**src/hw/rtl/trs_pkg.sv**
```systemverilog
`default_nettype none
package trs_pkg;

    localparam int CORDIC_STEPS = 30;
    localparam int DIV_STEPS    = 24;
    localparam int ITEM_SLOTS   = 8;

    localparam logic signed [32:0] CORDIC_GAIN = 33'sd652032874;
    localparam logic signed [32:0] HALF_Q30    = 33'sd536870912;
    localparam logic signed [23:0] ELEM_MAX    = 24'sh7FFFFF;
    localparam logic signed [23:0] ELEM_MIN    = 24'sh800000;

    localparam logic MAT_MODEL  = 1'b0;
    localparam logic MAT_NORMAL = 1'b1;

    // atan(2^-i) in units of 2^-32 turn
    localparam logic [29:0] ATAN_TURNS [0:CORDIC_STEPS-1] = '{
        30'd536870912, 30'd316933406, 30'd167458907, 30'd85004756, 30'd42667331,
        30'd21354465, 30'd10679838, 30'd5340245, 30'd2670163, 30'd1335087,
        30'd667544, 30'd333772, 30'd166886, 30'd83443, 30'd41722, 30'd20861,
        30'd10430, 30'd5215, 30'd2608, 30'd1304, 30'd652, 30'd326, 30'd163,
        30'd81, 30'd41, 30'd20, 30'd10, 30'd5, 30'd3, 30'd1
    };

    typedef struct packed {
        logic [15:0]        angle_x;
        logic [15:0]        angle_y;
        logic [15:0]        angle_z;
        logic signed [23:0] scale_x;
        logic signed [23:0] scale_y;
        logic signed [23:0] scale_z;
        logic signed [23:0] move_x;
        logic signed [23:0] move_y;
        logic signed [23:0] move_z;
    } t_in;

    typedef struct packed {
        logic               which_matrix;
        logic [1:0]         column_index;
        logic signed [23:0] elem_row0;
        logic signed [23:0] elem_row1;
        logic signed [23:0] elem_row2;
        logic               last_column;
    } t_out;

    typedef struct packed {
        logic signed [32:0] x;
        logic signed [32:0] y;
        logic signed [32:0] z;
        logic [1:0]         quad;
    } t_lane;

    typedef struct packed {
        logic [23:0] rem;
        logic [23:0] num;
        logic [23:0] quo;
        logic [23:0] m;
        logic        ovf;
        logic        zero;
        logic        neg;
    } t_div;

    // lane 0 angle_y, lane 1 angle_x, lane 2 angle_z; div/scale/move by axis x,y,z
    typedef struct packed {
        t_lane [2:0]       lane;
        t_div  [2:0]       div;
        logic [2:0][23:0]  scale;
        logic [2:0][23:0]  move;
    } t_cell;

    // rot[k][r]: column k, row r
    typedef struct packed {
        logic [2:0][2:0][32:0] rot;
        logic [2:0][23:0]      scale;
        logic [2:0][23:0]      recip;
        logic [2:0][23:0]      move;
    } t_item;

    function automatic logic signed [32:0] qmul(input logic signed [32:0] a,
                                                input logic signed [32:0] b);
        logic signed [65:0] p;
        p = a * b;
        p = p + 66'sd536870912;
        return 33'(p >>> 30);
    endfunction

endpackage
`default_nettype wire

```
**src/hw/rtl/trs_cell.sv**
```systemverilog
`default_nettype none
module trs_cell #(
    parameter int STEP = 0
) (
    input  wire logic           i_clk,
    input  wire logic           i_rst_n,
    input  wire logic           i_vld,
    input  wire trs_pkg::t_cell i_d,
    output logic                o_vld,
    output trs_pkg::t_cell      o_d
);
    import trs_pkg::*;

    t_div [2:0] w_div;
    t_cell      n_d;
    logic       r_vld;
    t_cell      r_d;

    // one restoring division bit per cell for the reciprocal in the first 24 cells; later cells pass it through
    if (STEP < DIV_STEPS) begin : g_div
        localparam int BIT = DIV_STEPS - 1 - STEP;
        always_comb begin
            logic [24:0] rs;
            rs = '0;
            for (int l = 0; l < 3; l++) begin
                w_div[l] = i_d.div[l];
                rs = {i_d.div[l].rem, i_d.div[l].num[BIT]};
                if (rs >= {1'b0, i_d.div[l].m}) begin
                    w_div[l].rem      = 24'(rs - {1'b0, i_d.div[l].m});
                    w_div[l].quo[BIT] = 1'b1;
                end else begin
                    w_div[l].rem = rs[23:0];
                end
            end
        end
    end else begin : g_pass
        assign w_div = i_d.div;
    end

    always_comb begin
        logic signed [32:0] dx;
        logic signed [32:0] dy;
        logic signed [32:0] at;
        n_d     = i_d;
        n_d.div = w_div;
        at = $signed({3'b000, ATAN_TURNS[STEP]});
        for (int l = 0; l < 3; l++) begin
            dx = i_d.lane[l].y >>> STEP;
            dy = i_d.lane[l].x >>> STEP;
            if (!i_d.lane[l].z[32]) begin
                n_d.lane[l].x = i_d.lane[l].x - dx;
                n_d.lane[l].y = i_d.lane[l].y + dy;
                n_d.lane[l].z = i_d.lane[l].z - at;
            end else begin
                n_d.lane[l].x = i_d.lane[l].x + dx;
                n_d.lane[l].y = i_d.lane[l].y - dy;
                n_d.lane[l].z = i_d.lane[l].z + at;
            end
        end
    end

    always_ff @(posedge i_clk) begin
        if (!i_rst_n) begin
            r_vld <= 1'b0;
        end else begin
            r_vld <= i_vld;
        end
    end

    always_ff @(posedge i_clk) begin
        r_d <= n_d;
    end

    assign o_vld = r_vld;
    assign o_d   = r_d;

endmodule
`default_nettype wire

```
**config.mk**
```make
export PLATFORM = sky130hd
export DESIGN_NAME = trs_cell
export DESIGN_NICKNAME = d
export VERILOG_FILES = /design/src/hw/rtl/trs_pkg.sv /design/src/hw/rtl/trs_cell.sv
export SDC_FILE = /design/constraint.sdc
export NUM_CORES = 1
export LEC_CHECK = 0
export ABC_AREA = 1
export BUFFER_PORTS_ARGS = -buffer_cell sky130_fd_sc_hd__buf_2
export CORE_AREA = 2 2 583 585
export CTS_BUF_LIST = sky130_fd_sc_hd__clkbuf_8
export CTS_CLUSTER_DIAMETER = 100
export CTS_CLUSTER_SIZE = 8
export DETAILED_ROUTE_END_ITERATION = 12
export DIE_AREA = 0 0 585 587
export GPL_TIMING_DRIVEN = 0
export PLACE_DENSITY_LB_ADDON = 0.12
export SETUP_SLACK_MARGIN = 0.4
export SYNTH_ARGS = -nofsm -noshare
export SYNTH_HDL_FRONTEND = slang
export SYNTH_SLANG_ARGS = --single-unit
export TNS_END_PERCENT = 30
```
**constraint.sdc**
```tcl
create_clock -name i_clk -period 1.8 [get_ports i_clk]
set_input_delay 0.18 -clock i_clk [delete_from_list [all_inputs] [get_ports i_clk]]
set_output_delay 0.18 -clock i_clk [all_outputs]
set_load 0.02 [all_outputs]
```
Word-level counts from Yosys, hierarchy flattened
Cells that the tools add are included.
- flip-flop bits (word level): 745
- input bits: 747
- output and inout bits: 745
- add/subtract/negate cells: 18
- order comparisons: 3
- mux-type cells: 6
- operators by type and width (operator ; count):
    two-way mux 99 bit ; 3
    subtractor 33 bit ; 6
    adder 33 x 31 -> 33 bit, second input constant ; 3
    adder 33 bit ; 3
    subtractor 33 x 31 -> 33 bit, second input constant ; 3
    greater-or-equal comparator 25 x 24 -> 1 bit ; 3
    two-way mux 24 bit ; 3
    subtractor 24 bit ; 3

Depth between registers and ports, before layout
Gate-level depths: netlist (run 1).
- depth in word-level cells: 2
- mapped depth: 17
- mapped depth without buffers: 16

Worst setup path after synthesis (run 1)
Ideal clock, no wire load.
- path kind: input to register
- start point: input port i_d[416] in the netlist's numbering
- end point: register r_d (netlist bit o_d[431])
- library setup time: 113 ps
- arrival: 1642 ps
- data required time: 1687 ps
- path slack: 46 ps
- stages: 11
- buffers on the path: 0
- path through: inv_1 > ha_1 > fa_1 > o21ai_0 > nand2_1 > nand2_1 > nand3_1 > nand3_1 > nand2_1 > nand2_1 > nand2_1
- RTL lines (what ; RTL line ; RTL):
    from (decl) ; trs_cell.sv:8 ; input wire trs_pkg::t_cell i_d,
    to (signal assigned) ; trs_cell.sv:71 ; r_d <= n_d;
    to (decl) ; trs_cell.sv:17 ; t_cell r_d;

==> out/results.tsv, run 1 <==
stage	metric	value	unit
drt	wirelength	337000	um
power_and_ir_drop	total_power	56.7	mW
sta	min_period	1960	ps
synthesis	synth_edf_count	0	
clock_network	clk_pin_slew	70	ps
hold_path	hold_path_class	primary input to flip-flop	
sta	setup_viol	50	
sta	fmax	0.511	GHz
die	die_w	585	um
place	placed_area	0.0587	mm^2
clock_network	tritoncts	done	
clock_network	cts_root_buf	clkbuf_8	
power_and_ir_drop	switchingPower	22.5	mW
synthesis	ys_ff_latch	742	
synthesis	synth_area_leaders	dfxtp_1 (34%), nand2_1 (20%), inv_1 (11%)	
drt	via_count	55000	
global_routing	grtUsageTotal	18.8	%
synthesis	syn-num-nets	7888	
global_routing	grt_pass1_vias	55300	
drt	drc	0	
synthesis	synth_most_common_cell	nand2_1	
sta	slew_headroom	8.08	%
die	core	0.338	mm^2
synthesis	syn_area	0.0439	mm^2
synthesis	yosys.area.top_type	dfxtp_1	
sta	fin_ws	-156	ps
die	ioPinCount	1492	
outcome	violations	negative hold slack, negative setup slack	
setup_path	crit_path_start_kind	primary input	
place	portBuffers	1488	
outcome	status	finished, violations left	
drt	drt-initial-drc-count	3010	
synthesis	netlist_instances	6760	
synthesis	synth.distinct_cells	43	
synthesis	synthTopCellsByCount	nand2_1 (2,391), inv_1 (1,230), dfxtp_1 (742)	
die	start_util	13.0	%
drt	drt_pre_antenna_iters	7	
clock_network	cts_htree_levels	3	
sta	hold_viol	3	
power_and_ir_drop	p_int	34.2	mW
layout	syn2layout_area_growth	79.2	%
synthesis	async_flop_share	0	%
layout	final_nets	10800	
setup_path	end_kind	flip-flop	
setup_path	crit_required	2660	ps
synthesis	synthFlopType	dfxtp_1	
power_and_ir_drop	pwr-share-clk	26.3	%
global_routing	antenna_found_initial	159	
synthesis	synth_top_area_share	33.8	%
global_routing	grt_overflow	0	
place	dp_hpwl	283000	um
die	die_area	0.343	mm^2
drt	via_per_inst	3.84	
power_and_ir_drop	comb_power_share	39.8	%
clock_network	clockBufferDepth	4	
power_and_ir_drop	pwr-share-seq	34.0	%
global_routing	grt_max_degree	20	
setup_path	worstSetupPathType	primary input to flip-flop	
sta	maxSlewViolCount	0	
sta	tns	-3990	ps
sta	worstMarginPinSlew	1380	ps
place	dp_cells	12800	
synthesis	ys_seq_area_share	33.8	%
power_and_ir_drop	p_leak	39.3	nW
die	fp.dieH	587	um
sta	whs	-74.1	ps
drt	ant_nets	0	
synthesis	yosys_warnings	0	
layout	fin_area	0.0787	mm^2
layout	layoutNonFillerInstCount	14300	
clock_network	numCtsBuffers	116	
synthesis	avgSynthCellArea	6.50	um^2
place	gp_congestion	0.908	
clock_network	clkSinkCount	742	
setup_path	cp_max_fo	8	
die	num_rows	214	
sta	rsz0062_at_grt	yes	
power_and_ir_drop	p_per_area	720	mW/mm^2
setup_path	worstPathArrival	2820	ps
global_routing	grt_pass1_wl	447000	um
drt	wl_per_cell	23.5	um
layout	drive_gt1_share	28.5	%
run	maxCapViolCount	0	
power_and_ir_drop	peakVddDrop	0.586	mV
power_and_ir_drop	swShare	39.7	%
sta	period_share	109	%
[worst max-delay path, stage by stage]
cell and delay (ps):
buf_2 110, dlygate4sd3_1 700, inv_1 80, ha_1 210
nand3b_1 180, nand2_2 150, nand2_1 90, nand2_2 100
nand2_1 70, nand2_2 140, nand3_4 210, nand3_4 190
buf_8 140, nand2_1 50, nand2_1 200
[flip-flops by register name (all words and copies together), names as in the netlist]
signal  count
o_d       741
o_vld       1
[what timing repair did]
item | in CTS | in global routing
pin swaps | 0 | 91
endpoints found under the setup margin | 775 | 998
cloned | 0 | 5
setup buffers | 0 | 71
hold endpoints to repair | 698 | 157
resized for setup | 949 | 725
hold buffers | 1205 | 154
[cells in the final DEF (no fill, tap or decap), types with 125 or more instances in the layout]
| cell type | instances |
|---|---|
| dfxtp_1 | 446 |
| nand3_1 | 506 |
| nand4_1 | 141 |
| nor2_1 | 313 |
| nand2_2 | 133 |
| nand2_1 | 2230 |
| o21ai_0 | 125 |
| ha_1 | 278 |
| dlygate4sd3_1 | 1188 |
| inv_1 | 1160 |
| diode_2 | 130 |
| dfxtp_2 | 216 |
| buf_6 | 254 |
| buf_2 | 1206 |
| a21oi_1 | 218 |
[power groups by stage]
stage	registers, mW	logic, mW	clock network, mW
after detailed placement	19.3	18.2	0
after floorplan	21.1	7.73	0
after global routing	19.4	24.2	16.4
after CTS	19.2	21.6	15.9
final	19.3	22.5	14.9
after global placement	19.3	18.3	0
[path summary, 6_finish.rpt]
check	from	to	slack (ps)	cells after the start
max	i_d[317]	o_d[327]	-160	15
min	i_d[220]	o_d[222]	-70	8
[layer usage]
layer / share of wire [%] / GRT usage (%) / vias up
met4: 6.2 / 10.6 / 66
met2: 51 / 34.4 / 1788
met1: 37 / 19.7 / 25900
met3: 5.8 / 3.86 / 574
li1: - / - / 26700
met5: 0.13 / 0 / -
[cells by family after synthesis]
logic type	count (synthesis)	synth area share, %
simple gates	3576	33.7
buf+inv	1390	12.3
flops	742	33.8
compound gates	562	6.92
fa+ha+maj	381	11.1
xor+xnor	109	2.17
[metrics by stage]
step | worst slack [ps] | util (%)
final | -156 | 23.3
after global routing | -127 | 23.3
after CTS | -215 | 22.3
after detailed placement | -1050 | 17.4
after global placement | -1060 | 17.4
after floorplan | 186 | -
[area by class of cell]
class | instances | area, um^2
flip-flops and latches | 742 | 15400
multi-input cells | 4628 | 26700
diodes | 130 | 325
clock buffers | 121 | 1670
repair buffers | 2779 | 22600
plain buffers | 156 | 1160
inverters | 1234 | 4770
clock inverters | 23 | 378
fillers | 38200 | 259000
well taps | 4536 | 5680
(Power assumes the default switching activity.)
==> run 2: changes to the inputs <==
--- a/config.mk
+++ b/config.mk
@@ -13,7 +13,6 @@
 export CTS_CLUSTER_SIZE = 8
 export DETAILED_ROUTE_END_ITERATION = 12
 export DIE_AREA = 0 0 585 587
-export GPL_TIMING_DRIVEN = 0
 export PLACE_DENSITY_LB_ADDON = 0.12
 export SETUP_SLACK_MARGIN = 0.4
 export SYNTH_ARGS = -nofsm -noshare
==> run 2 against run 1 <==
The flow still finishes with violations (negative hold slack, negative setup slack). Sequential power rose by 3%. Sequential share of layout area fell by 1.5 points. Sequential cell count stayed put. Hold slack worse by 94 ps. Critical path depth shrank 2. Global-route usage up 0.21 points. Count of clock-buffer cells in the layout rose by 11.
==> out/results.tsv, run 2 (synthesized netlist as in run 1, its figures left out) <==
stage	metric	value	unit	change
global_routing	grt_max_degree	60		was 20
drt	drt-initial-drc-count	2732		was 3,010
outcome	status	finished, violations left		unchanged
place	dp_hpwl	289000	um	was 283,000 um
drt	via_count	57800		was 55,000
die	num_rows	214		unchanged
clock_network	clkSinkCount	742		unchanged
setup_path	crit_slowest_cell	dlygate4sd3_1		unchanged
setup_path	crit_path_start_kind	primary input		unchanged
sta	period_share	106	%	was 109%
sta	min_period	1910	ps	was 1960 ps
setup_path	worstPathCellList	buf_2, dlygate4sd3_1, inv_1, ha_4, nand2_1, nor2_2, nand4_1, nor2_4, nand4_4, buf_12, buf_4, nand4_1, nand2_1		was buf_2, dlygate4sd3_1, inv_1, ha_1, nand3b_1, nand2_2, nand2_1, nand2_2, nand2_1, nand2_2, nand3_4, nand3_4, buf_8, nand2_1, nand2_1
global_routing	grt_pass1_wl	460000	um	was 447,000 um
setup_path	cp-endpoint	o_d[429]		was o_d[327]
layout	final_cell_mix	nand2_1 (2,290), buf_4 (1,277), inv_1 (1,192), dlygate4sd3_1 (1,178), buf_2 (1,067)		was nand2_1 (2,230), buf_2 (1,206), dlygate4sd3_1 (1,188), inv_1 (1,160), nand3_1 (506)
clock_network	clk_pin_slew	70	ps	about the same
sta	fmax	0.525	GHz	was 0.511 GHz
power_and_ir_drop	p_leak	44.9	nW	was 39.3 nW
place	place_ws	-682	ps	was -1050 ps
die	core	0.338	mm^2	unchanged
place	portBuffers	1491		was 1,488
clock_network	numCtsBuffers	124		was 116
sta	whs	-168	ps	was -74.1 ps
global_routing	grt_overflow	0		unchanged
setup_path	end_kind	flip-flop		unchanged
clock_network	tritoncts	done		unchanged
hold_path	hold_path_class	primary input to flip-flop		unchanged
die	ioPinCount	1492		unchanged
sta	maxSlewViolCount	0		unchanged
layout	final_nets	11900		was 10,800
die	die_area	0.343	mm^2	unchanged
layout	final_common_cell	nand2_1		unchanged
sta	setup_viol	25		was 50
place	dp_cells	13900		was 12,800
global_routing	grtUsageTotal	19.0	%	was 18.8%
drt	wirelength	339000	um	was 337,000 um
drt	wl_per_cell	22.0	um	was 23.5 um
sta	fin_ws	-106	ps	was -156 ps
die	die_w	585	um	unchanged
setup_path	crit_start	i_d[352]		was i_d[317]
layout	utilization	25.8	%	was 23.3%
global_routing	grt_pass1_vias	60500		was 55,300
drt	ant_nets	0		unchanged
sta	hold_viol	1		was 3
clock_network	cts_htree_levels	3		unchanged
power_and_ir_drop	total_power	60.4	mW	was 56.7 mW
hold_path	holdPathStages	6		was 8
setup_path	worstSetupPathType	primary input to flip-flop		unchanged
sta	slew_headroom	55.4	%	was 8.08%
sta	rsz0062_at_grt	yes		unchanged
setup_path	worstPathArrival	2770	ps	was 2820 ps
drt	drc	0		unchanged
layout	fillers	37700		was 38,200
setup_path	cp_max_fo	7		was 8
power_and_ir_drop	peakVddDrop	0.623	mV	was 0.586 mV
power_and_ir_drop	p_per_area	692	mW/mm^2	was 720 mW/mm^2
run	maxCapViolCount	0		unchanged
sta	worstMarginPinSlew	669	ps	was 1380 ps
global_routing	antenna_found_initial	117		was 159
outcome	violations	negative hold slack, negative setup slack		unchanged
die	fp.dieH	587	um	unchanged
setup_path	crit_required	2670	ps	was 2660 ps
die	start_util	13.0	%	unchanged
layout	largest_reg_flops	741		unchanged
layout	drive_gt1_share	35.9	%	was 28.5%
layout	layoutNonFillerInstCount	15400		was 14,300
clock_network	clockBufferDepth	4		unchanged
clock_network	cts_root_buf	clkbuf_8		unchanged
drt	drt_pre_antenna_iters	7		unchanged
setup_path	cpPeakStageDelay	690	ps	was 700 ps
layout	syn2layout_area_growth	98.7	%	was 79.2%
place	gp_congestion	0.919		was 0.908
drt	via_per_inst	3.76		was 3.84
==> run 2: cell count changes in the layout (fill, tap and decap cells not counted), sizes merged, moves of 6 or more <==
cell / delta
inv: +14
clkbuf: -56
buf: +1143
clkinv: +12
diode: -51
dlygate4sd3: -10
dlymetal6s4s: -6
==> run 2: per-stage QoR <==
step | TNS [ps] | hold WS (ps) | instance area, um^2
finish | -1380 | -168 | 87300
global route | -2920 | -243 | 87200
CTS | -18480 | -89.2 | 84600
detailed placement | -99710 | 284 | 67900
global placement | -103020 | 282 | 67900
floorplan | 0 | 208 | 45600
==> run 2: where the power goes <==
group | leakage (nW) | total [mW] | internal [mW] | switching, mW
Combinational | 37.4 | 25.3 | 11.4 | 13.9
Clock | 1.15 | 15.4 | 7.24 | 8.15
Sequential | 6.32 | 19.8 | 18.3 | 1.47
==> run 2: cell type report <==
type / count / area (um^2) / share of cell area, %
Antenna cell: 79 / 198 / 0.226
Clock buffer: 132 / 1820 / 2.08
Clock inverter: 39 / 363 / 0.416
Inverter: 1234 / 4750 / 5.44
Multi-Input combinational cell: 4628 / 25900 / 29.7
Sequential cell: 742 / 15800 / 18.1
Tap cell: 4536 / 5680 / 6.50
Timing Repair Buffer: 3995 / 32800 / 37.6
==> run 2: worst max-delay path: cells and delay by family <==
family                     cells  cell delay, ps
buffers and inverters          5            1240
and+or+nand+nor                7            1050
adders and majority gates      1             300
==> run 2: worst min path at each step <==
| stage | start | to | slack (ps) |
|---|---|---|---|
| after detailed placement | i_d[207] | o_d[207] | 280 |
| after global routing | i_d[423] | o_d[424] | -240 |
| after CTS | i_d[613] | o_d[614] | -90 |
| after global placement | i_d[389] | o_d[389] | 280 |
| after floorplan | i_d[0] | o_d[0] | 210 |
| final | i_d[423] | o_d[424] | -170 |
==> run 2: per-layer routing <==
metal	global-route usage [%]	vias up	part of all wire [%]
li1	-	28800	-
met1	20.5	27000	38
met2	35.3	1558	51
met3	3.13	488	4.5
met4	9.59	38	5.8
met5	0	-	0.071
==> run 2: repair_timing <==
action	in CTS	in global routing
hold buffers	1185	54
pin swaps	0	37
cloned	0	3
setup endpoints to repair	745	974
gates resized for setup	1011	817
setup buffers	0	14
endpoints found under the hold margin	734	57
